==> config.mk <==
export PLATFORM = sky130hd
export DESIGN_NAME = mtrz_ram
export DESIGN_NICKNAME = d
export VERILOG_FILES = /design/src/sv/msaa_triangle_raster_zbuffer_top_assert.svh /design/src/sv/mtrz_ram.sv
export SDC_FILE = /design/constraint.sdc
export NUM_CORES = 2
export LEC_CHECK = 0
export BUFFER_PORTS_ARGS = -buffer_cell sky130_fd_sc_hd__buf_2
export CORE_ASPECT_RATIO = 1.1
export CORE_MARGIN = 8
export CORE_UTILIZATION = 45
export CTS_CLUSTER_SIZE = 10
export DETAILED_ROUTE_END_ITERATION = 8
export HOLD_SLACK_MARGIN = 0.08
export RECOVER_POWER = 25
export SLEW_MARGIN = 15
export SYNTH_ARGS = -nofsm -noshare
export SYNTH_HDL_FRONTEND = slang
export SYNTH_SLANG_ARGS = --single-unit
==> constraint.sdc <==
create_clock -name clock -period 2.8 [get_ports clock]
set_clock_uncertainty 0.2 [all_clocks]
set_input_delay 0.28 -clock clock [delete_from_list [all_inputs] [get_ports clock]]
set_output_delay 0.28 -clock clock [all_outputs]
set_load 0.1 [all_outputs]
==> src/sv/msaa_triangle_raster_zbuffer_top_assert.svh <==
// Assertion macros for the MSAA triangle rasterizer top level.
`ifndef MSAA_TRIANGLE_RASTER_ZBUFFER_TOP_ASSERT_SVH
`define MSAA_TRIANGLE_RASTER_ZBUFFER_TOP_ASSERT_SVH

// Clocked check, off while reset is high.
`define MTRZ_ASSERT(lbl, clk, rst, expr, msg) \
   lbl: assert property (@(posedge clk) disable iff (rst) expr) else $error(msg);

// Clocked check that also runs through reset.
`define MTRZ_ASSERT_ALWAYS(lbl, clk, expr, msg) \
   lbl: assert property (@(posedge clk) expr) else $error(msg);

`endif

==> src/sv/mtrz_ram.sv <==
// Generic single write port RAM with registered read.
module mtrz_ram #(
   parameter int WIDTH = 8,
   parameter int DEPTH = 256
) (
   input  logic                     clock,
   input  logic                     we,
   input  logic [$clog2(DEPTH)-1:0] waddr,
   input  logic [WIDTH-1:0]         wdata,
   input  logic [$clog2(DEPTH)-1:0] raddr,
   output logic [WIDTH-1:0]         rdata_ff
);

   logic [WIDTH-1:0] mem [DEPTH];

   always_ff @(posedge clock) begin
      if (we) begin
         mem[waddr] <= wdata;
      end
      rdata_ff <= mem[raddr];
   end

endmodule

Word-level counts from Yosys, hierarchy flattened
Memories as Yosys holds them, arrays and structs flattened. A register that Yosys moved wholly into a read port is not among the register bits.
Index checks and enable logic that the tools add are counted.
{ "word_totals": {"memories": 1, "inputBits": 26, "ff_bits": 0, "out_inout_bits": 8, "ramBits": 2048, "elab_cells": 3} }
{ "classes": {"n_mux": 2} }
{ "mem_list": {"columns": ["memory", "depth", "word_bits", "rd", "rd_ports_with_merged_regs", "write_ports", "line", "rtl"], "rows": [
  ["mem", 256, 8, 1, 1, 1, "mtrz_ram.sv:14", "logic [WIDTH-1:0] mem [DEPTH];"]
]} }
{ "ops": {"columns": ["op", "n"], "rows": [
  ["$mux W1", 2]
]} }

Logic depth before layout (Yosys ltp)
{ "depth": {"word_depth": 2, "depth_mapped": 11, "depth_no_buf": 6} }

Least setup slack after synthesis
OpenSTA, ideal clock, no wires.
{ "synth_path": {"path_kind": "input-to-reg", "start": "input port raddr[0]", "end": "register rdata_ff[2], read port of mem", "required_ns": 2.469, "slack_ns": 0.382, "arrival_time_ns": 2.087, "path_stages": 9, "n_path_buf": 4, "setup_ns": 0.131, "cell_sequence": "buf_6 > buf_12 > buf_8 > buf_2 > mux4_2 > a22oi_1 > a21oi_1 > nor4_1 > nor4_2"} }
{ "synth_lines": {"columns": ["item", "line", "rtl"], "rows": [
  ["start, declared", "mtrz_ram.sv:10", "input logic [$clog2(DEPTH)-1:0] raddr,"],
  ["end, declared", "mtrz_ram.sv:11", "output logic [WIDTH-1:0] rdata_ff"]
]} }

==> flow_summary.json <==
{
  "status": "finished with violations",
  "failed_checks": "capacitance limit, slew limit",
  "synth_common_cells": "2048 x edfxtp_1, 454 x mux4_2, 282 x nor2_1",
  "num_vias": 40340,
  "maxCapViolCount": 8,
  "place.detailed.hpwl_um": 131200,
  "htreeDepth": 4,
  "pwr-share-seq_pct": 53.4,
  "yosys_register_bits": 2056,
  "drtAntennaViolNets": 0,
  "routabilityCongestion": 0.8516,
  "p_clk_share_pct": 40.8,
  "ys_seq_area_share_pct": 77.50,
  "grt_antenna_before_repair": 8,
  "worstSetupEndpointType": "register",
  "worstSkewPairLatency_ps": 840,
  "cts_tree": "done",
  "synth_most_common_cell": "edfxtp_1",
  "synthDistinctLibCells": 55,
  "fmax_mhz": 369.3,
  "start_kind": "register",
  "row_count": 162,
  "switching_share_pct": 21.16,
  "firstDrtPassIters": 6,
  "port_buffers": 33,
  "grt_util_met1_pct": 28.84,
  "grt_pass1_wl_um": 294100,
  "synth_flop_cell": "edfxtp_1",
  "finalHoldViolations": 0,
  "met2_usage_pct": 34.91,
  "start_util_pct": 45.11,
  "cp_cell_sequence": "mux4_2 > a22o_1 > a221oi_1 > o32ai_1 > nor3_2 > nor4_1",
  "cp_max_fo": 1,
  "whs_endpoint": "mem[102][7]",
  "cts_buffers": 226,
  "clockBufferDepth": 3,
  "reg2reg_to": "rdata_ff[5]",
  "regArea_um2": 61660,
  "min_path_type": "in -> reg",
  "globalRoute.totalOverflow": 0,
  "r2r_start": "mem[211][5]",
  "crit_arrival_ps": 3190,
  "clkSinkCount": 2056,
  "slowest_delay_ps": 490,
  "fin_crit_ps": 2708,
  "pwr-share-comb_pct": 5.8,
  "clk_pin_slew_ps": 60,
  "drc": 0,
  "fin_nets": 4470,
  "hold-path-cell-count": 4,
  "viasPerCell": 5.899,
  "nFillCells": 13690,
  "final-max-slew-violation-count": 547,
  "dieHeight_um": 457.0,
  "async_flop_share_pct": 0,
  "die-area_um2": 190500,
  "rsz0062_at_grt": "false",
  "met3_usage_pct": 3.534,
  "stdcell_count": 6839,
  "power.density_nw_per_um2": 681.4,
  "rr_worst_depth": 6,
  "ctsRootBufferMaster": "clkbuf_16",
  "ys_warn_count": 0,
  "die_x_um": 416.9,
  "hp-start": "we",
  "grt_max_degree": 85,
  "path_buf_inv": 0,
  "wl_um": 203500,
  "synth_edf_count": 2048,
  "path_class": "reg -> reg",
  "cts_setup_buffers": 0,
  "slew_headroom_pct": -44.10,
  "setup_tns_ps": 0,
  "synth.top_cell.area_share_pct": 77.30,
  "r2r_slack_ps": 90,
  "crit_slowest_cell": "mux4_2",
  "syn_nets": 3759,
  "grt_pass1_vias": 40980,
  "wl_per_cell_um": 29.76,
  "crit_required_ps": 3280,
  "internal_power_mw": 50.24,
  "avgSynthCellArea_um2": 21.31,
  "path_delay_family": "compound AO/OA/AOI/OAI gates",
  "synth_area_leaders": "edfxtp_1 77%, mux4_2 13%, mux2i_1 1.7%",
  "drtIter0Drc": 4222,
  "io_pins": 34,
  "p_leak_nw": 30.15,
  "multi_input_area_um2": 16540,
  "p_switching_mw": 13.49,
  "area_delta_synth_final_pct": 17.54,
  "core-area_um2": 176300,
  "drive_gt1_share_pct": 31.20,
  "dp.cells": 6493,
  "synth_area_um2": 79560,
  "timing.final.crit_share_pct": 96.71,
  "top_usage_layer": "met2",
  "grt_usage_pct": 21.05,
  "syn-instance-count": 3733,
  "ir_drop_uv": 662.9,
  "worst_pin_slew_ps": 2162,
  "yosys.area.top_type": "edfxtp_1",
  "setup_violations": 0
}
## placed cells by master (no fill, tap or decap), types with 6 or more instances in the layout
cell type	netlist	final
edfxtp_1	2048	2048
buf_4	27	585
mux4_2	454	454
nor2_1	282	279
clkbuf_16	0	229
mux2i_1	134	134
a22oi_1	133	133
a21oi_1	96	96
clkbuf_1	111	80
buf_12	8	67
o221ai_1	46	46
nand3_1	34	34
nand2_1	33	33
o22ai_1	28	28
nor2b_1	31	28
nor4_1	24	22
buf_2	31	21
dlygate4sd3_1	0	19
nor3_1	22	18
a211oi_1	16	15
a221oi_1	13	13
clkbuf_2	0	11
nand4_1	10	10
o211ai_1	10	10
o21ai_0	10	10
diode_2	0	8
nand2b_1	8	8
a22o_1	8	8
dfxtp_1	8	8
and2_1	6	6
## worst max-delay path by stage
stage                      startpoint          end  slack, ps  depth (start not counted)
final                     mem[211][5]  rdata_ff[5]         90                          6
after global routing      mem[211][5]  rdata_ff[5]         30                          6
after CTS                 mem[210][3]  rdata_ff[3]          6                          6
after detailed placement     raddr[0]  rdata_ff[3]       -950                          9
after global placement       raddr[0]  rdata_ff[4]       -970                         10
after floorplan              raddr[0]  rdata_ff[2]        380                          9
## area by class of cell
type	count	share of cell area [%]
inverters	2	0.008028
well taps	2296	3.072
diodes	8	0.02141
clock buffers	304	6.429
clock inverters	15	0.2328
flip-flops and latches	2056	65.94
repair buffers	716	6.614
multi-input cells	1442	17.69
## sequential cells by signal (all words and copies together), names as in the netlist
register,cells
mem,2048
rdata_ff,8
## layer usage
metal	wire [um]	up-vias
li1	-	17090
met1	82400	21440
met2	101600	1510
met3	13650	299
met4	5843	4
met5	27	-
## stage by stage
step                      area, um^2  hold slack, ps  power [mW]  setup WS, ps  util (%)
after floorplan                79560           178.9       36.42         382.1         -
after global placement         87220           508.6       38.32        -966.9     49.46
after detailed placement       87220           519.2       38.36        -954.9     49.46
after CTS                      93660           90.47       64.22         5.780     53.11
after global routing           93500           138.4       65.44         34.36     53.02
final                          93510           170.2       63.72         92.02     53.03
## power by group through the flow
stage	clock network [mW]	logic [mW]	registers, mW
2_1_floorplan	0	1.65	34.8
3_3_place_gp	0	3.66	34.7
3_5_place_dp	0	3.70	34.7
4_1_cts	26.5	3.73	34.0
5_1_grt	27.6	3.86	34.0
6_report	26.0	3.67	34.0
## what timing repair did
action                                   CTS  global route
endpoints found under the setup margin     4             3
hold buffers                              19             0
pin swaps                                  0             0
hold endpoints to repair                2073             0
gates resized for setup                    4             4
## worst register-to-register path: cells and delay by family, from the launching register on
| kind | cells | cell delay (ps) |
|---|---|---|
| mux | 1 | 490 |
| simple gates | 2 | 580 |
| flops | 1 | 360 |
| compound gates | 3 | 980 |
## cells by family after synthesis
family,Yosys count,synth area share (%)
compound gates,385,3.419
buf+inv,235,1.831
flops,2056,77.50
mux,591,14.62
simple gates,466,2.628
No activity file was read; power rests on OpenSTA's default activity.
