===== src/sv/msaa_triangle_raster_zbuffer_top_assert.svh =====
// Assertion macros for the MSAA triangle rasterizer top level.
`ifndef MSAA_TRIANGLE_RASTER_ZBUFFER_TOP_ASSERT_SVH
`define MSAA_TRIANGLE_RASTER_ZBUFFER_TOP_ASSERT_SVH

// Clocked check, off while reset is high.
`define MTRZ_ASSERT(lbl, clk, rst, expr, msg) \
   lbl: assert property (@(posedge clk) disable iff (rst) expr) else $error(msg);

// Clocked check that also runs through reset.
`define MTRZ_ASSERT_ALWAYS(lbl, clk, expr, msg) \
   lbl: assert property (@(posedge clk) expr) else $error(msg);

`endif


===== src/sv/mtrz_pkg.sv =====
// Shared types, constants and helpers for the MSAA triangle rasterizer.
package mtrz_pkg;

   localparam int SCREEN_WIDTH_DEF  = 256;
   localparam int SCREEN_HEIGHT_DEF = 256;

   localparam int COORD_W = 14;
   localparam int DEPTH_W = 16;
   localparam int COLOR_W = 24;
   localparam int CNT_W   = 17;
   localparam int FUNC_W  = 3;
   localparam int INDEX_W = 16;

   localparam int MUL_A_W = 34;
   localparam int MUL_B_W = 18;
   localparam int PROD_W  = MUL_A_W + MUL_B_W;
   localparam int NUM_W   = 50;
   localparam int DIVS_W  = 35;
   localparam int DIVD_W  = DIVS_W + DEPTH_W;

   localparam logic [FUNC_W-1:0] FUNC_DRAW      = 3'd0;
   localparam logic [FUNC_W-1:0] FUNC_CLR_COLOR = 3'd1;
   localparam logic [FUNC_W-1:0] FUNC_CLR_DEPTH = 3'd2;
   localparam logic [FUNC_W-1:0] FUNC_CLR_BOTH  = 3'd3;
   localparam logic [FUNC_W-1:0] FUNC_READ      = 3'd4;

   localparam logic [DEPTH_W-1:0] DEPTH_FAR = '1;

   typedef struct packed {
      logic              start;
      logic [DIVD_W-1:0] dividend;
      logic [DIVS_W-1:0] divisor;
   } div_req_type;

   typedef struct packed {
      logic               done;
      logic [DEPTH_W-1:0] quotient;
   } div_rsp_type;

   // subsample offset in 1/16 pixel units
   function automatic logic [3:0] samp_off_x(input logic [1:0] s);
      return s[0] ? 4'd12 : 4'd4;
   endfunction

   function automatic logic [3:0] samp_off_y(input logic [1:0] s);
      return s[1] ? 4'd12 : 4'd4;
   endfunction

   function automatic logic signed [COORD_W-1:0] min3(
      input logic signed [COORD_W-1:0] a,
      input logic signed [COORD_W-1:0] b,
      input logic signed [COORD_W-1:0] c);
      logic signed [COORD_W-1:0] m;
      m = (a < b) ? a : b;
      return (m < c) ? m : c;
   endfunction

   function automatic logic signed [COORD_W-1:0] max3(
      input logic signed [COORD_W-1:0] a,
      input logic signed [COORD_W-1:0] b,
      input logic signed [COORD_W-1:0] c);
      logic signed [COORD_W-1:0] m;
      m = (a > b) ? a : b;
      return (m > c) ? m : c;
   endfunction

   // channel * coverage / 4, floor
   function automatic logic [7:0] scale_ch(input logic [7:0] ch, input logic [2:0] n);
      logic [10:0] p;
      p = 11'(ch) * 11'(n);
      return p[9:2];
   endfunction

endpackage


===== src/sv/mtrz_mul.sv =====
// Shared signed multiplier with registered product.
module mtrz_mul
   import mtrz_pkg::*;
(
   input  logic                      clock,
   input  logic signed [MUL_A_W-1:0] mul_a,
   input  logic signed [MUL_B_W-1:0] mul_b,
   output logic signed [PROD_W-1:0]  prod_ff
);

   logic signed [PROD_W-1:0] prod_in;

   assign prod_in = PROD_W'(mul_a) * PROD_W'(mul_b);

   always_ff @(posedge clock) begin
      prod_ff <= prod_in;
   end

endmodule


===== config.mk =====
export PLATFORM = sky130hd
export DESIGN_NAME = mtrz_mul
export DESIGN_NICKNAME = d
export VERILOG_FILES = /design/src/sv/msaa_triangle_raster_zbuffer_top_assert.svh /design/src/sv/mtrz_pkg.sv /design/src/sv/mtrz_mul.sv
export SDC_FILE = /design/constraint.sdc
export NUM_CORES = 2
export LEC_CHECK = 0
export ABC_AREA = 1
export BUFFER_PORTS_ARGS = -buffer_cell sky130_fd_sc_hd__buf_2
export CORE_MARGIN = 2
export CORE_UTILIZATION = 40
export DETAILED_ROUTE_END_ITERATION = 6
export PLACE_DENSITY = 0.57
export SYNTH_ARGS = -nofsm -noshare
export SYNTH_HDL_FRONTEND = slang
export SYNTH_SLANG_ARGS = --single-unit

===== constraint.sdc =====
create_clock -name clock -period 6.95 [get_ports clock]
set_input_delay 1.0425 -clock clock [delete_from_list [all_inputs] [get_ports clock]]
set_output_delay 1.0425 -clock clock [all_outputs]
set_load 0.05 [all_outputs]

# Word-level counts from Yosys, hierarchy flattened
# Cells that the tools add are included.
word_totals:
  regBits: 52
  word_cells: 2
  out_inout_bits: 52
  inputBits: 53
classes:
  mul: 1
ops:
  columns: ["operator", "count"]
  rows:
  - ["34-bit by 18-bit multiplier with 52-bit output", 1]

# Depth between registers and ports, before layout
depth:
  ltp_word: 1
  mapped_depth: 29
  mapped_depth_nobuf: 27

# Worst setup path before layout
# No wires, ideal clock.
synth_timing:
  path_type: "in2reg"
  startpoint: "input port mul_a[33]"
  endpoint: "register prod_ff[47]"
  setup_slack_ns: 0.566
  path_buffers: 2
  t_arrival_ns: 6.271
  setup_time_ns: 0.113
  path_stages: 22
  t_required_ns: 6.837
  cell_sequence: "clkbuf_1 clkbuf_1 nand2_1 fa_1 inv_1 fa_1 inv_1 fa_1 fa_1 fa_1 fa_1 inv_1 ha_1 nand2_1 inv_1 nand2_1 nor3_1 nand2_1 nor2_1 nand2_1 nand4_1 nand2_1"
synth_via:
  elab_chain_cells: 1
synth_lines:
  columns: ["element", "line", "text"]
  rows:
  - ["start, declared", "mtrz_mul.sv:6", "input logic signed [MUL_A_W-1:0] mul_a,"]
  - ["34-bit by 18-bit multiplier with 52-bit output", "mtrz_mul.sv:13", "assign prod_in = PROD_W'(mul_a) * PROD_W'(mul_b);"]
  - ["named net prod_in[47]", "mtrz_mul.sv:11", "logic signed [PROD_W-1:0] prod_in;"]
  - ["end signal, assigned", "mtrz_mul.sv:16", "prod_ff <= prod_in;"]
  - ["end, declared", "mtrz_mul.sv:8", "output logic signed [PROD_W-1:0] prod_ff"]
# The timed path passes the listed nets, and every way through them passes these cells.

# Final worst setup path
layout_timing:
  startpoint: "input port mul_b[3]"
  endpoint: "register prod_ff[46]"
layout_via:
  elab_chain_cells: 1
layout_lines:
  columns: ["element", "line", "text"]
  rows:
  - ["start, declared", "mtrz_mul.sv:7", "input logic signed [MUL_B_W-1:0] mul_b,"]
  - ["34-bit by 18-bit multiplier with 52-bit output", "mtrz_mul.sv:13", null]
  - ["named net prod_in[46]", "mtrz_mul.sv:11", null]
# The timed path passes the listed nets, and every way through them passes these cells.

==> summary.txt <==
Run status
  • Status: completed

Timing
  • Fin crit period: roughly 6.4 ns
  • Final WS setup: 0.520 ns
  • Headroom to the max-slew limit: 53.6%
  • Final hold vios: 0
  • Hold_ws: 1.22 ns
  • F_max: 156 MHz
  • Worst Max-Slew Pin Slew: 0.696 ns
  • Setup violations, final: 0
  • Setup TNS: 0 ns
  • Slew Limit Fails: 0
  • RSZ-0062 raised after global routing: no
  • Final worst path period share: roughly 93%

Global routing
  • Vias in the first global route: 20700
  • Largest net degree at the start of global routing: 36
  • GRT overflow: 0
  • First-pass GRT wire length: ~110 mm
  • Initial antenna violation count: 2
  • Gr usage total: 22.8%

Cells and area
  • Multi-input gate area: 18500 um^2
  • Register Area: approximately 1000 um^2
  • Fill cell count: 6302
  • # nets final: 4065
  • Max reg flops: 52
  • P&R area growth vs syn: 7.31%
  • Share of cells above drive strength 1: ~7.1%
  • Largest regs: prod_ff x52
  • Biggest register: prod_ff

Drt
  • Vias after detailed routing: 18800
  • Detailed Route WL: between 60 and 70 mm
  • First-pass DRT Iterations: 5
  • Iter 0 DRT Violations: 944
  • Wire per inst: 16.4 um
  • Detail Route Antenna Nets: 0
  • DRC viols: 0
  • Via-to-Cell Ratio: 4.60

Worst setup path
  • Worst Setup EP: prod_ff[46]
  • CP Launch Type: input port
  • Crit path required time: approximately 7.1 ns
  • Critical path arrival: 6.61 ns
  • CP max FO: 19
  • Crit path from: mul_b[3]
  • CP Class: input port to register
  • Crit end category: register

Flow run
  • MaxCap Viol Count: 0

Clocking
  • Clock H-tree levels: 2
  • TritonCTS Buffers: 5
  • Post-CTS Setup Repair Bufs: 0
  • Post-cts gate resize count: 0
  • Cts hold-fix bufs: 0
  • Root Buffer Master: clkbuf_16
  • CTS tree: built
  • Clock slew at reported path FFs: 0.08 ns
  • Num Clock Sinks: 52
  • Max Buffers Root-to-Sink: 2

Yosys
  • Multiplexer share of the synthesized area: 0%
  • Synthesized net count: between 4000 and 5000
  • Xor/xnor cell area share of the yosys netlist: 1.12%
  • Warnings, synthesis: 0
  • Mapped cell area: 24200 um^2
  • Post-Syn Instances: 3270
  • Largest family of logic cells by synthesized area: adder cells
  • Yosys reg bits: 52
  • Synth cell types: 26
  • Synthesized-area fraction occupied by and/or/nand/nor cells: 19.8%
  • Adder-cell area share of the yosys netlist: 54.8%
  • Post-synthesis sequential area ratio: 4.30%
  • Syn avg cell area: 7.41 um^2
  • Compound-Gate Fraction of Synth Area: 0.743%

Placed design
  • Detailed Place HPWL: 55.3 mm
  • PortBufs: 104
  • Placer congestion estimate: ~0.9
  • Place WS: 0.240 ns

Die
  • Die area: 62600 um^2
  • Die height: 250 um
  • Chip Width: between 200 and 300 um
  • Starting Density: 40.3%
  • Cell row count: 90
  • Total I/O pin count: roughly 110
  • Core ar.: 60100 um^2

Min path
  • Hold Path Stages: 4
  • Min-Delay Path Class: input port to register
synthesized netlist by cell type:
master / number / area share [%]
inv_2: 11 / 0.17
o21a_1: 2 / 0.062
nor2_2: 16 / 0.41
nor3_2: 5 / 0.21
nand4_1: 16 / 0.41
dfxtp_1: 52 / 4.3
fa_1: 585 / 48
a21oi_1: 26 / 0.54
clkinv_1: 1 / 0.015
o21ai_0: 1 / 0.021
clkbuf_1: 125 / 1.9
xnor2_1: 3 / 0.11
nor2_4: 5 / 0.23
nand2_2: 16 / 0.41
or2_2: 6 / 0.15
nand3_2: 2 / 0.083
o21bai_1: 4 / 0.12
nor3_1: 5 / 0.10
buf_1: 14 / 0.22
inv_1: 1091 / 17
nand3_1: 48 / 0.99
xor2_1: 28 / 1.0
ha_1: 125 / 6.5
nand2_1: 1000 / 15
nand3b_1: 3 / 0.093
nor2_1: 80 / 1.2
cell families after synthesis:
kind of cell,after synthesis
compound gates,33
xor+xnor,31
fa+ha+maj,710
buf+inv,1242
flops,52
simple gates,1202
how the worst min path moves through the flow:
stage                     from    endpoint  slack [ns]
floorplan             mul_b[0]  prod_ff[0]        1.32
global placement    prod_ff[1]  prod_ff[1]        1.51
detailed placement  prod_ff[1]  prod_ff[1]        1.51
CTS                   mul_a[0]  prod_ff[0]        1.21
global route          mul_a[0]  prod_ff[0]        1.23
finish                mul_a[0]  prod_ff[0]        1.22
worst max-delay path, stage by stage:
cell     delay [ns]
buf_2          0.41
nand2_1        0.16
inv_1          0.16
fa_1           0.49
inv_1          0.20
fa_1           0.48
fa_1           0.51
inv_1          0.05
fa_1           0.49
fa_1           0.49
inv_1          0.04
fa_1           0.47
inv_1          0.04
ha_1           0.28
buf_4          0.16
nand2_1        0.09
nor2_1         0.22
inv_1          0.06
nor2_1         0.18
nand2_1        0.10
nor2_1         0.11
nand2_1        0.11
nand4_1        0.12
nand2_1        0.10
metrics by stage:
stage | area (um^2) | utilization (%) | std cells
floorplan | 24200 | - | 3270
global placement | 25900 | 43.0 | 4077
CTS | 26000 | 43.2 | 4085
finish | 26000 | 43.2 | 4086
global route | 26000 | 43.2 | 4085
detailed placement | 25900 | 43.0 | 4077
final cells by class:
type	count	share of cell area [%]
Antenna cell	1	0.00962
Clock buffer	5	0.481
Timing Repair Buffer	164	4.46
Inverter	1103	15.9
Sequential cell	52	4.00
Clock inverter	3	0.106
Multi-Input combinational cell	1976	71.3
Tap cell	782	3.76
layer usage:
metal	GRT usage, %	wire length [um]	share of wire, %	up-vias
li1	-	-	-	8918
met1	29.2	28300	42	9314
met2	42.2	34300	51	449
met3	1.28	2790	4.2	93
met4	5.29	1610	2.4	2
met5	0	13	0.019	-
layout by cell type, fill, tap and decap left out, types with 16 or more instances in the layout:
| master | n |
|---|---|
| ha_1 | 125 |
| inv_1 | 1091 |
| nor2_2 | 16 |
| xor2_1 | 28 |
| dfxtp_1 | 52 |
| buf_4 | 45 |
| nand2_1 | 1000 |
| nand2_2 | 16 |
| nand4_1 | 16 |
| a21oi_1 | 26 |
| nor2_1 | 80 |
| buf_2 | 104 |
| nand3_1 | 48 |
| fa_1 | 585 |
Power is left out: the tool's default activity adds up to more than one toggle a clock period on the data nets, which glitch-free logic cannot reach.
