<file path="src/sv/msaa_triangle_raster_zbuffer_top_assert.svh">
// Assertion macros for the MSAA triangle rasterizer top level.
`ifndef MSAA_TRIANGLE_RASTER_ZBUFFER_TOP_ASSERT_SVH
`define MSAA_TRIANGLE_RASTER_ZBUFFER_TOP_ASSERT_SVH

// Clocked check, off while reset is high.
`define MTRZ_ASSERT(lbl, clk, rst, expr, msg) \
   lbl: assert property (@(posedge clk) disable iff (rst) expr) else $error(msg);

// Clocked check that also runs through reset.
`define MTRZ_ASSERT_ALWAYS(lbl, clk, expr, msg) \
   lbl: assert property (@(posedge clk) expr) else $error(msg);

`endif

</file>
<file path="src/sv/mtrz_pkg.sv">
// Shared types, constants and helpers for the MSAA triangle rasterizer.
package mtrz_pkg;

   localparam int SCREEN_WIDTH_DEF  = 256;
   localparam int SCREEN_HEIGHT_DEF = 256;

   localparam int COORD_W = 14;
   localparam int DEPTH_W = 16;
   localparam int COLOR_W = 24;
   localparam int CNT_W   = 17;
   localparam int FUNC_W  = 3;
   localparam int INDEX_W = 16;

   localparam int MUL_A_W = 34;
   localparam int MUL_B_W = 18;
   localparam int PROD_W  = MUL_A_W + MUL_B_W;
   localparam int NUM_W   = 50;
   localparam int DIVS_W  = 35;
   localparam int DIVD_W  = DIVS_W + DEPTH_W;

   localparam logic [FUNC_W-1:0] FUNC_DRAW      = 3'd0;
   localparam logic [FUNC_W-1:0] FUNC_CLR_COLOR = 3'd1;
   localparam logic [FUNC_W-1:0] FUNC_CLR_DEPTH = 3'd2;
   localparam logic [FUNC_W-1:0] FUNC_CLR_BOTH  = 3'd3;
   localparam logic [FUNC_W-1:0] FUNC_READ      = 3'd4;

   localparam logic [DEPTH_W-1:0] DEPTH_FAR = '1;

   typedef struct packed {
      logic              start;
      logic [DIVD_W-1:0] dividend;
      logic [DIVS_W-1:0] divisor;
   } div_req_type;

   typedef struct packed {
      logic               done;
      logic [DEPTH_W-1:0] quotient;
   } div_rsp_type;

   // subsample offset in 1/16 pixel units
   function automatic logic [3:0] samp_off_x(input logic [1:0] s);
      return s[0] ? 4'd12 : 4'd4;
   endfunction

   function automatic logic [3:0] samp_off_y(input logic [1:0] s);
      return s[1] ? 4'd12 : 4'd4;
   endfunction

   function automatic logic signed [COORD_W-1:0] min3(
      input logic signed [COORD_W-1:0] a,
      input logic signed [COORD_W-1:0] b,
      input logic signed [COORD_W-1:0] c);
      logic signed [COORD_W-1:0] m;
      m = (a < b) ? a : b;
      return (m < c) ? m : c;
   endfunction

   function automatic logic signed [COORD_W-1:0] max3(
      input logic signed [COORD_W-1:0] a,
      input logic signed [COORD_W-1:0] b,
      input logic signed [COORD_W-1:0] c);
      logic signed [COORD_W-1:0] m;
      m = (a > b) ? a : b;
      return (m > c) ? m : c;
   endfunction

   // channel * coverage / 4, floor
   function automatic logic [7:0] scale_ch(input logic [7:0] ch, input logic [2:0] n);
      logic [10:0] p;
      p = 11'(ch) * 11'(n);
      return p[9:2];
   endfunction

endpackage

</file>
<file path="src/sv/mtrz_div.sv">
// Restoring divider, one quotient bit per cycle, 16-bit quotient.
module mtrz_div
   import mtrz_pkg::*;
(
   input  logic        clock,
   input  logic        reset,
   input  div_req_type req,
   output div_rsp_type rsp
);

   logic [DIVS_W-1:0]      rem_ff, rem_in;
   logic [DEPTH_W-1:0]     q_ff, q_in;
   logic [DIVS_W-1:0]      dvs_ff;
   logic [4:0]             cnt_ff, cnt_in;
   logic                   busy_ff, busy_in;
   logic                   done_ff, done_in;
   logic [DIVS_W:0]        trial;
   logic [DIVS_W:0]        diff;

   assign trial = {rem_ff, q_ff[DEPTH_W-1]};
   assign diff  = trial - {1'b0, dvs_ff};

   always_comb begin
      rem_in  = rem_ff;
      q_in    = q_ff;
      cnt_in  = cnt_ff;
      busy_in = busy_ff;
      done_in = 1'b0;
      if (req.start) begin
         rem_in  = req.dividend[DIVD_W-1:DEPTH_W];
         q_in    = req.dividend[DEPTH_W-1:0];
         cnt_in  = 5'd16;
         busy_in = 1'b1;
      end else if (busy_ff) begin
         if (trial >= {1'b0, dvs_ff}) begin
            rem_in = diff[DIVS_W-1:0];
            q_in   = {q_ff[DEPTH_W-2:0], 1'b1};
         end else begin
            rem_in = trial[DIVS_W-1:0];
            q_in   = {q_ff[DEPTH_W-2:0], 1'b0};
         end
         cnt_in = cnt_ff - 5'd1;
         if (cnt_ff == 5'd1) begin
            busy_in = 1'b0;
            done_in = 1'b1;
         end
      end
   end

   always_ff @(posedge clock) begin
      if (reset) begin
         busy_ff <= 1'b0;
         done_ff <= 1'b0;
         cnt_ff  <= '0;
      end else begin
         busy_ff <= busy_in;
         done_ff <= done_in;
         cnt_ff  <= cnt_in;
      end
      rem_ff <= rem_in;
      q_ff   <= q_in;
      if (req.start) begin
         dvs_ff <= req.divisor;
      end
   end

   assign rsp.done     = done_ff;
   assign rsp.quotient = q_ff;

endmodule

</file>
<file path="config.mk">
export PLATFORM = sky130hd
export DESIGN_NAME = mtrz_div
export DESIGN_NICKNAME = d
export VERILOG_FILES = /design/src/sv/msaa_triangle_raster_zbuffer_top_assert.svh /design/src/sv/mtrz_pkg.sv /design/src/sv/mtrz_div.sv
export SDC_FILE = /design/constraint.sdc
export NUM_CORES = 1
export LEC_CHECK = 0
export BUFFER_PORTS_ARGS = -buffer_cell sky130_fd_sc_hd__buf_2
export CAP_MARGIN = 20
export CORE_MARGIN = 4
export CORE_UTILIZATION = 30
export DETAILED_ROUTE_END_ITERATION = 16
export PLACE_DENSITY = 0.57
export SKIP_CTS_REPAIR_TIMING = 1
export SLEW_MARGIN = 20
export SYNTH_ARGS = -nofsm -noshare
export SYNTH_HDL_FRONTEND = slang
export SYNTH_SLANG_ARGS = --single-unit
</file>
<file path="constraint.sdc">
create_clock -name clock -period 4.7 [get_ports clock]
set_input_delay 0.47 -clock clock [delete_from_list [all_inputs] [get_ports clock]]
set_output_delay 0.47 -clock clock [all_outputs]
set_load 0.05 [all_outputs]
</file>
Word level (Yosys, flattened, before mapping)
Index checks and enable logic that the tools add are counted.

Output and inout port bits: 17. Input bits: 89. Flip-flop bits (word level): 93. Word-level logic and storage cells: 27.

Equality and inequality tests: 1. Add/subtract/negate cells: 2. Bitwise gates (word level): 1. Multiplexer cells: 12. Order comparisons: 1. Reductions and logical operators: 3.

Operator list (number): 35-bit two-way mux (3); 36-bit by 35-bit >= comparator with 1-bit output (1); 35-bit subtractor (1); 16-bit two-way mux (2); 5-bit two-way mux (2); 5-bit by 1-bit == test with 1-bit output (second input constant) (1); 1-bit two-way mux (5); 5-bit by 1-bit subtractor with 5-bit output (second input constant) (1); 3-bit OR reduction (1); 2-bit nonzero test (1); 2-bit OR reduction (1); 1-bit NOT (1).

Logic depth before layout (Yosys ltp)
Gate-level depths: netlist of run 1.

Depth in word-level cells: 4. Mapped depth: 16. Depth with buffers taken out: 13.

Least setup slack after synthesis of run 1
OpenSTA, ideal clock, no wires.

Path kind: register -> register. From: register q_ff[15]. To: register rem_ff[10], data pin. Slack: 1.152 ns. Period minus slack after synthesis: 3.548 ns. Arrival: 3.288 ns. Stages on the path, launching flop included: 16. Setup time: 0.260 ns. Cells stage by stage: edfxtp_1 > inv_1 > ha_1 > fa_1 > nor2b_1 > o21ai_1 > a21oi_1 > o21a_1 > o21a_1 > nor3_4 > nor4_2 > or2_1 > buf_6 > buf_6 > mux2_4 > mux2_2.

Cells in the longest elaborated chain, start to end: 4. Elaborated cells between the ends (all ways): 5.

RTL lines: from (decl) (line mtrz_div.sv:12) `logic [DEPTH_W-1:0] q_ff, q_in;`; from (signal assigned) (line mtrz_div.sv:61) `q_ff <= q_in;`; 35-bit subtractor or 36-bit by 35-bit >= comparator with 1-bit output (tied branches) (line mtrz_div.sv:21, mtrz_div.sv:35); 35-bit two-way mux (*) (line mtrz_div.sv:35) `if (trial >= {1'b0, dvs_ff}) begin`; 35-bit two-way mux (*) (line mtrz_div.sv:34) `end else if (busy_ff) begin`; 35-bit two-way mux (*) (line mtrz_div.sv:29) `if (req.start) begin`; net rem_in[10] (line mtrz_div.sv:11) `logic [DIVS_W-1:0] rem_ff, rem_in;`; to (signal assigned) (line mtrz_div.sv:60) `rem_ff <= rem_in;`; to (decl) (line mtrz_div.sv:11).

The timed path passes the listed nets; every way through them passes the cells marked *. The select of a mux whose other input is x is not followed. A chain may end at the register's enable or synchronous reset.

Worst setup path in the final report of run 1
From: register rem_ff[16]. To: register rem_ff[5], data pin.

Cells in the longest elaborated chain, start to end: 4.

RTL lines (line): 36-bit by 35-bit >= comparator with 1-bit output (mtrz_div.sv:35); 35-bit two-way mux (mtrz_div.sv:35); 35-bit two-way mux (mtrz_div.sv:34); 35-bit two-way mux (mtrz_div.sv:29); net rem_in[5] (mtrz_div.sv:11).

The timed path passes the listed nets, and every way through them passes these cells. The select of a mux whose other input is x is not followed.

==> results.md, run 1 <==
Power and ir drop:
- In this run the static leakage power is 2.96 nW.
- In this run the power density over the cells is 522 nW/um2.
- VDD sags by at most 0.207 mV.

GRT:
- The final global-route overflow total is 0.
- The wire length of the first global-routing pass is 22,400 um.
- The number of antenna violations at the first check in global routing came to 1.
- The via count of the first global-routing pass was 4,471.
- Entering global routing, the biggest net connects 78 pins.
- In the global route stage, overall resource usage came out at 0.127.

Placement:
- Timing analysis after detailed placement gives a worst setup slack of 0.697 ns.
- Once placement finished, the instance area stood at 6670 um2.
- The number of cells after detailed placement is 874.
- The half-perimeter wire length after detailed placement is 9900 um.
- The final weighted congestion of routability-driven global placement is 0.831.
- In this run the tool buffered the top-level ports with 105 buffer cells.

Synthesis:
- The net count after synthesis is 647.
- By instance count, the leading cell after synthesis is sky130_fd_sc_hd__edfxtp_1.
- In this run, synthesis produced a sequential element count of 93.
- The post-synthesis instance area is 5910 um2.
- The number of synthesized flops with an enable pin is 86.
- The commonest cells after synthesis are sky130_fd_sc_hd__edfxtp_1 (86), sky130_fd_sc_hd__inv_1 (48), sky130_fd_sc_hd__a21oi_1 (38).
- For this run, the leading register cell type out of synthesis is sky130_fd_sc_hd__edfxtp_1.
- Of the post-synthesis cell area, the dominant cell type holds 0.437.
- The synthesized design spends more area on one cell type than any other, namely sky130_fd_sc_hd__edfxtp_1.
- The post-synthesis cell count is 520.
- In the synthesized netlist the async set-or-reset flop fraction comes to 0.
- Averaged over all synthesized cells, the footprint is 11.4 um2.
- Of the synthesized area, sequential elements account for 0.460.
- In this run, distinct cell masters in the synthesized netlist total 60.
- Yosys attributes the largest share of cell area to sky130_fd_sc_hd__edfxtp_1 (44%), sky130_fd_sc_hd__ha_1 (7.8%), sky130_fd_sc_hd__mux2_2 (7.0%).
- The total number of yosys warnings is 0.

Hold path:
- For hold timing, the worst endpoint is dvs_ff[3]$_DFFE_PP_.
- The worst hold path startpoint is req[3].
- The worst hold path class is in -> reg.
- Along the worst hold path, the cell count comes to 1.

Setup path:
- The top fanout value on the critical path is 33.
- The type of element capturing the critical path is a flop.
- The nature of the critical path startpoint is a flop.
- Data on the critical path is required at its endpoint by 4.80 ns.
- The type of the setup path with the least slack is reg -> reg.
- The data arrival time of the critical path is 4.09 ns.
- The launch instance of the worst register-to-register path is rem_ff[16]$_DFFE_PP_.
- The destination of the worst register-to-register timing path is rem_ff[5]$_DFFE_PP_.
- For the worst flop-to-flop path, the logic depth is 10.
- In this run the register-to-register setup slack is 0.72 ns.

Floorplanning:
- The floorplan die area is 22,000 um2.
- The core region area is 19,400 um2.
- The die outline width is 148 um.
- 106 I/O pins were placed.
- The die extent in y is 148 um.
- The floorplan has 51 rows.
- The starting density of the core is 0.305.

STA:
- The number of failing hold endpoints at the final stage came to 0.
- The setup TNS is 0 ns.
- For the final database, setup skew stands at 0.00883 ns.
- The max-slew violation count is 0.
- Setup repair after global routing left no endpoint under its margin.
- The slew at the pin closest to its max-slew limit is 0.988 ns.
- The share of the clock period used by the worst path is 0.847.
- The smallest clock period supported by the final layout is computed as 3.98 ns.
- The final worst slack is 0.717 ns.
- The tightest slew margin relative to the limit is 0.341.
- Across all hold checks on the routed design, the worst slack comes to 0.289 ns.
- The maximum clock frequency is 251 MHz.
- Setup violations remaining at the end of the flow were counted as 0.

CTS:
- Counting every sink on the clock net gives 93.
- The total clock buffers created by CTS is 9.
- No sink is reached through more buffers than the 2 on the longest clock path.
- The CTS H-tree depth is 3.
- The later pin in the worst-skew pair is clocked with a latency of 0.35 ns.
- TritonCTS built the clock tree.
- The root buffer selected by CTS is sky130_fd_sc_hd__clkbuf_16.
- Clock-pin slew was measured on the worst setup and hold paths at 0.07 ns.

Drt:
- The wire length per cell after detailed routing is 15.1 um.
- The first detailed-routing pass ran for 4 iterations.
- The ratio of routed vias to standard cells is 4.75.
- The total via count after detailed routing is 4,227.
- The antenna violation net count after detailed routing is 0.
- The wire length after detailed routing is 13,500 um.
- The starting DRC count in detailed routing is 211.
- In the routed design, unresolved DRC markers number 0.

Run:
- The tool flagged a number of max-cap violations equal to 0.

Final layout:
- Leaving out filler cells and counting taps, the final layout contains 890.
- The number of nets at the end of the flow is 747.
- The signed area change from the synthesized netlist to the final layout is 17.6%.
- The number of filler instances in the final layout is 1,997.
- After routing the design area is 6960 um2.
- The layout cell share with drive strength beyond 1 is 0.296.
- The number of antenna diodes is 0.

Outcome:
- The run finished with clean final reports.
-- worst max-delay path, stage by stage (launching register included) --
cell and delay (ns):
sky130_fd_sc_hd__edfxtp_1 0.42, sky130_fd_sc_hd__ha_1 0.38, sky130_fd_sc_hd__and3_1 0.26, sky130_fd_sc_hd__nand3_2 0.13
sky130_fd_sc_hd__or3_1 0.43, sky130_fd_sc_hd__o311ai_2 0.35, sky130_fd_sc_hd__nor3_4 0.11, sky130_fd_sc_hd__nor4_2 0.19
sky130_fd_sc_hd__or2_2 0.82, sky130_fd_sc_hd__mux2_1 0.38, sky130_fd_sc_hd__mux2_2 0.26
-- cell type report --
cell class / instances / area, um2 / share of cell area
multi-input cells: 360 / 2890 / 0.415
clock inverters: 7 / 56.3 / 0.00809
flip-flops and latches: 93 / 2720 / 0.391
repair buffers: 108 / 551 / 0.0792
clock buffers: 9 / 225 / 0.0324
well taps: 265 / 332 / 0.0477
inverters: 48 / 180 / 0.0259
-- state kept, by name, indices dropped and copies added, names as in the netlist --
name,cells
dvs_ff,35
rem_ff,35
q_ff,16
cnt_ff,5
busy_ff,1
done_ff,1
-- power by group --
part	switching [mW]	internal [mW]	leakage (nW)
Combinational	0.883	0.846	1.91
Sequential	0.0827	1.11	0.912
Clock	0.340	0.368	0.139
Total	1.31	2.32	2.96
-- kinds of logic after synthesis --
logic type,count (synthesis),synth area share
DFF,93,0.460
muxes,63,0.128
buffers and inverters,67,0.0510
AOI/OAI and AO/OA,117,0.130
and+or+nand+nor,109,0.100
xor gates and xnor gates,33,0.0489
adders and majority gates,38,0.0817
-- placed cells by master, fill, tap and decap left out, drive strengths merged, types with 9 or more instances in the layout --
cell type	synthesis	layout
ha	37	37
mux2	56	56
nand2	24	24
nor2	23	23
edfxtp	86	86
o21ai	19	19
buf	9	108
inv	48	53
xnor2	25	25
nor2b	9	9
a21oi	38	38
clkbuf	10	9
nor3	13	13
a21o	15	15
-- how the worst max path moves through the flow --
stage	start	to	slack [ns]	cells past startpoint
finish	rem_ff[16]$_DFFE_PP_	rem_ff[5]$_DFFE_PP_	0.72	10
global route	rem_ff[18]$_DFFE_PP_	rem_ff[4]$_DFFE_PP_	0.49	10
CTS	rem_ff[16]$_DFFE_PP_	rem_ff[2]$_DFFE_PP_	0.69	10
detailed placement	rem_ff[16]$_DFFE_PP_	rem_ff[2]$_DFFE_PP_	0.70	10
global placement	rem_ff[16]$_DFFE_PP_	rem_ff[4]$_DFFE_PP_	0.78	10
floorplan	q_ff[15]$_DFFE_PP_	rem_ff[10]$_DFFE_PP_	1.15	15
-- through the flow --
step | util | power, mW
2_1_floorplan | - | 2.62
4_1_cts | 0.359 | 3.67
6_report | 0.359 | 3.63
5_1_grt | 0.359 | 3.90
3_3_place_gp | 0.344 | 2.90
3_5_place_dp | 0.344 | 2.93
-- routing by layer --
metal | part of all wire | global-route usage | vias up
met5 | 0.00052 | 0 | -
met4 | 0.018 | 0.0402 | 2
met3 | 0.042 | 0.0323 | 21
met2 | 0.46 | 0.203 | 88
met1 | 0.48 | 0.168 | 1990
li1 | - | - | 2126
Note: power is estimated with default switching activity, not from simulation.
==> run 2: changes to the inputs <==
==> constraint.sdc (replaced) <==
create_clock -name clock -period 3.83 [get_ports clock]
set_input_delay 0.383 -clock clock [delete_from_list [all_inputs] [get_ports clock]]
set_output_delay 0.383 -clock clock [all_outputs]
set_load 0.05 [all_outputs]
==> results.md, run 2 (synthesized netlist as in run 1, its figures left out) <==
Outcome:
- The run finished with clean final reports.

Final layout:
- With fillers left out, the area of the finished cells amounts to 7080 um2.
- After filler insertion, the fill cell instance count of the layout stands at 1,958.
- The library cell used most frequently in the layout, excluding fill and tap cells, is sky130_fd_sc_hd__buf_2.
- In the final layout, the share of cells above drive strength 1 is 0.303.
- The net count of the finished layout is 753.
- After the flow finishes, the layout carries non-filler instances totaling 896.
- Relative to the synthesized area, the layout overhead comes to 19.7%.
- The number of antenna diodes is 0.
- The top cell types in the final layout, fill and taps aside, are sky130_fd_sc_hd__buf_2 (104), sky130_fd_sc_hd__edfxtp_1 (86), sky130_fd_sc_hd__inv_1 (48).
- Measured on the finished design, the core utilization comes to 0.365.
- In the final layout, the registers with the most flip-flops are dvs_ff (35), rem_ff (35), q_ff (16).

Setup path:
- The data arrival time of the critical path is 3.61 ns.
- At the worst endpoint, the required time is 3.93 ns.
- The critical path goes through ha_1, and3_1, nand3_2, or3_1, o311ai_2, nor3_4, nor4_2, or2_2, buf_4, mux2_4, mux2_2.
- Counting both buffers and inverters, the worst setup path holds a total of 1.
- The destination of the worst register-to-register timing path is rem_ff[24]$_DFFE_PP_.
- The total number of cells along the worst setup path is 11.
- The internal reg-to-reg setup slack is 0.32 ns.
- The kind of cell with the highest combined delay along the critical path is simple AND/OR/NAND/NOR gates.
- The stage delay of the slowest cell on the critical path is 0.43 ns.
- The logic depth of the worst register-to-register path is 11.
- The type of element capturing the critical path is a flop.
- The top fanout value on the critical path is 15.
- The critical-path cell with the highest stage delay is sky130_fd_sc_hd__or3_1.
- The worst register-to-register path begins at rem_ff[18]$_DFFE_PP_.
- The type of the setup path with the least slack is reg -> reg.
- The nature of the critical path startpoint is a flop.

STA:
- The share of the clock period used by the worst path is 0.917.
- The number of failing hold endpoints at the final stage is 0.
- For the final routed database, the setup TNS stands at 0 ns.
- The slew at the pin closest to its max-slew limit is 0.653 ns.
- The worst-case hold slack is 0.202 ns.
- The smallest clock period supported by the final layout is computed as 3.51 ns.
- The max-slew violation count is 0.
- Setup repair after global routing left no endpoint under its margin.
- After layout, the worst setup slack is 0.317 ns.
- Setup violations remaining at the end of the flow were counted as 0.
- Based on the critical path, the design can be clocked at up to 285 MHz.
- The worst clock skew is 0.0103 ns.
- The tightest slew margin relative to the limit is 0.565.

Hold path:
- Counting instances, the worst hold path has a depth of 1.
- The worst hold path class is in -> reg.
- In this run the most critical hold path is launched from req[6].
- The hold path endpoint is dvs_ff[6]$_DFFE_PP_.

Drt:
- After detailed routing, the number of remaining DRC violations is 0.
- The first TritonRoute pass finished after 4 iterations.
- The antenna violation net count after detailed routing is 0.
- The final route contains 4,309 vias.
- The starting DRC count in detailed routing is 215.
- In the routed layout, each cell is associated on average with a via count of 4.81.
- In the final routed layout, each cell accounts on average for 15.1 um.
- For this block, the routed nets add up to 13,500 um of wire.

Floorplanning:
- The number of standard-cell rows in the floorplan is 51.
- The die covers 22,000 um2.
- The die is 148 um wide.
- The floorplan step defined a core boundary enclosing 19,400 um2.
- The starting density of the core is 0.305.
- The die extent in y is 148 um.
- 106 I/O pins were placed.

Power and ir drop:
- The leakage power is 3.02 nW.
- The largest voltage drop on the vdd net is 0.247 mV.
- The design draws 4.63 mW.
- For this design the ratio of total power to cell area is 654 nW/um2.

Placement:
- At the placement stage, the worst setup path has a slack of 0.349 ns.
- The placed instances occupy a cell area of 6730 um2.
- The number of cells after detailed placement is 880.
- Routability-driven placement finished with a final weighted congestion of 0.847.
- The number of buffer cells added on primary ports is 105.
- Once detailed placement completed, the half-perimeter wirelength came to 10,300 um.

GRT:
- The total global-route track usage is 0.128.
- Entering global routing, the biggest net connects 43 pins.
- The wire length of the first global-routing pass is 22,700 um.
- The number of antenna violations at the first check in global routing is 1.
- After global routing the overflow that remains totals 0.
- The via count of the first global-routing pass came to 4,549.

CTS:
- Clock tree synthesis inserted a total of 9 buffers.
- TritonCTS built the clock tree.
- The H-tree was split into 3 levels.
- The number of clock sinks is 93.
- Clock latency on the worst-skew pair, taken at its later pin, is 0.35 ns.
- The clock input transition at the sequential cells of the worst setup and hold paths is 0.07 ns.
- The clock passes through at most 2 buffers.
- In this run the clock root is driven by a sky130_fd_sc_hd__clkbuf_16.

Run:
- Max-cap violations in this run came to 0.
## run 2: cell type report
cell class              instances  area (um2)  share of cell area
repair buffers                114         608              0.0859
inverters                      48         180              0.0255
multi-input cells             360        2890               0.408
clock buffers                  14         329              0.0465
well taps                     265         332              0.0469
flip-flops and latches         93        2720               0.385
clock inverters                 2        15.0             0.00212
## run 2: metal layers
metal,up-vias,wire [um],global-route usage
met4,2,217,0.0397
li1,2139,-,-
met5,-,18,0
met1,2060,6320,0.166
met2,90,6350,0.211
met3,18,589,0.0317
## run 2: worst max-delay path by stage
stage | startpoint | end | slack, ns
floorplan | q_ff[15]$_DFFE_PP_ | rem_ff[10]$_DFFE_PP_ | 0.28
global placement | rem_ff[18]$_DFFE_PP_ | rem_ff[23]$_DFFE_PP_ | 0.40
detailed placement | rem_ff[16]$_DFFE_PP_ | rem_ff[24]$_DFFE_PP_ | 0.35
CTS | rem_ff[17]$_DFFE_PP_ | rem_ff[20]$_DFFE_PP_ | 0.31
global route | rem_ff[17]$_DFFE_PP_ | rem_ff[20]$_DFFE_PP_ | 0.05
finish | rem_ff[18]$_DFFE_PP_ | rem_ff[24]$_DFFE_PP_ | 0.32
## run 2: power by group
| group | switching, mW | total [mW] | internal, mW | leakage [nW] |
|---|---|---|---|---|
| logic | 1.11 | 2.17 | 1.07 | 1.94 |
| clock network | 0.394 | 0.995 | 0.601 | 0.170 |
| registers | 0.0989 | 1.46 | 1.36 | 0.912 |
| total | 1.60 | 4.63 | 3.03 | 3.02 |
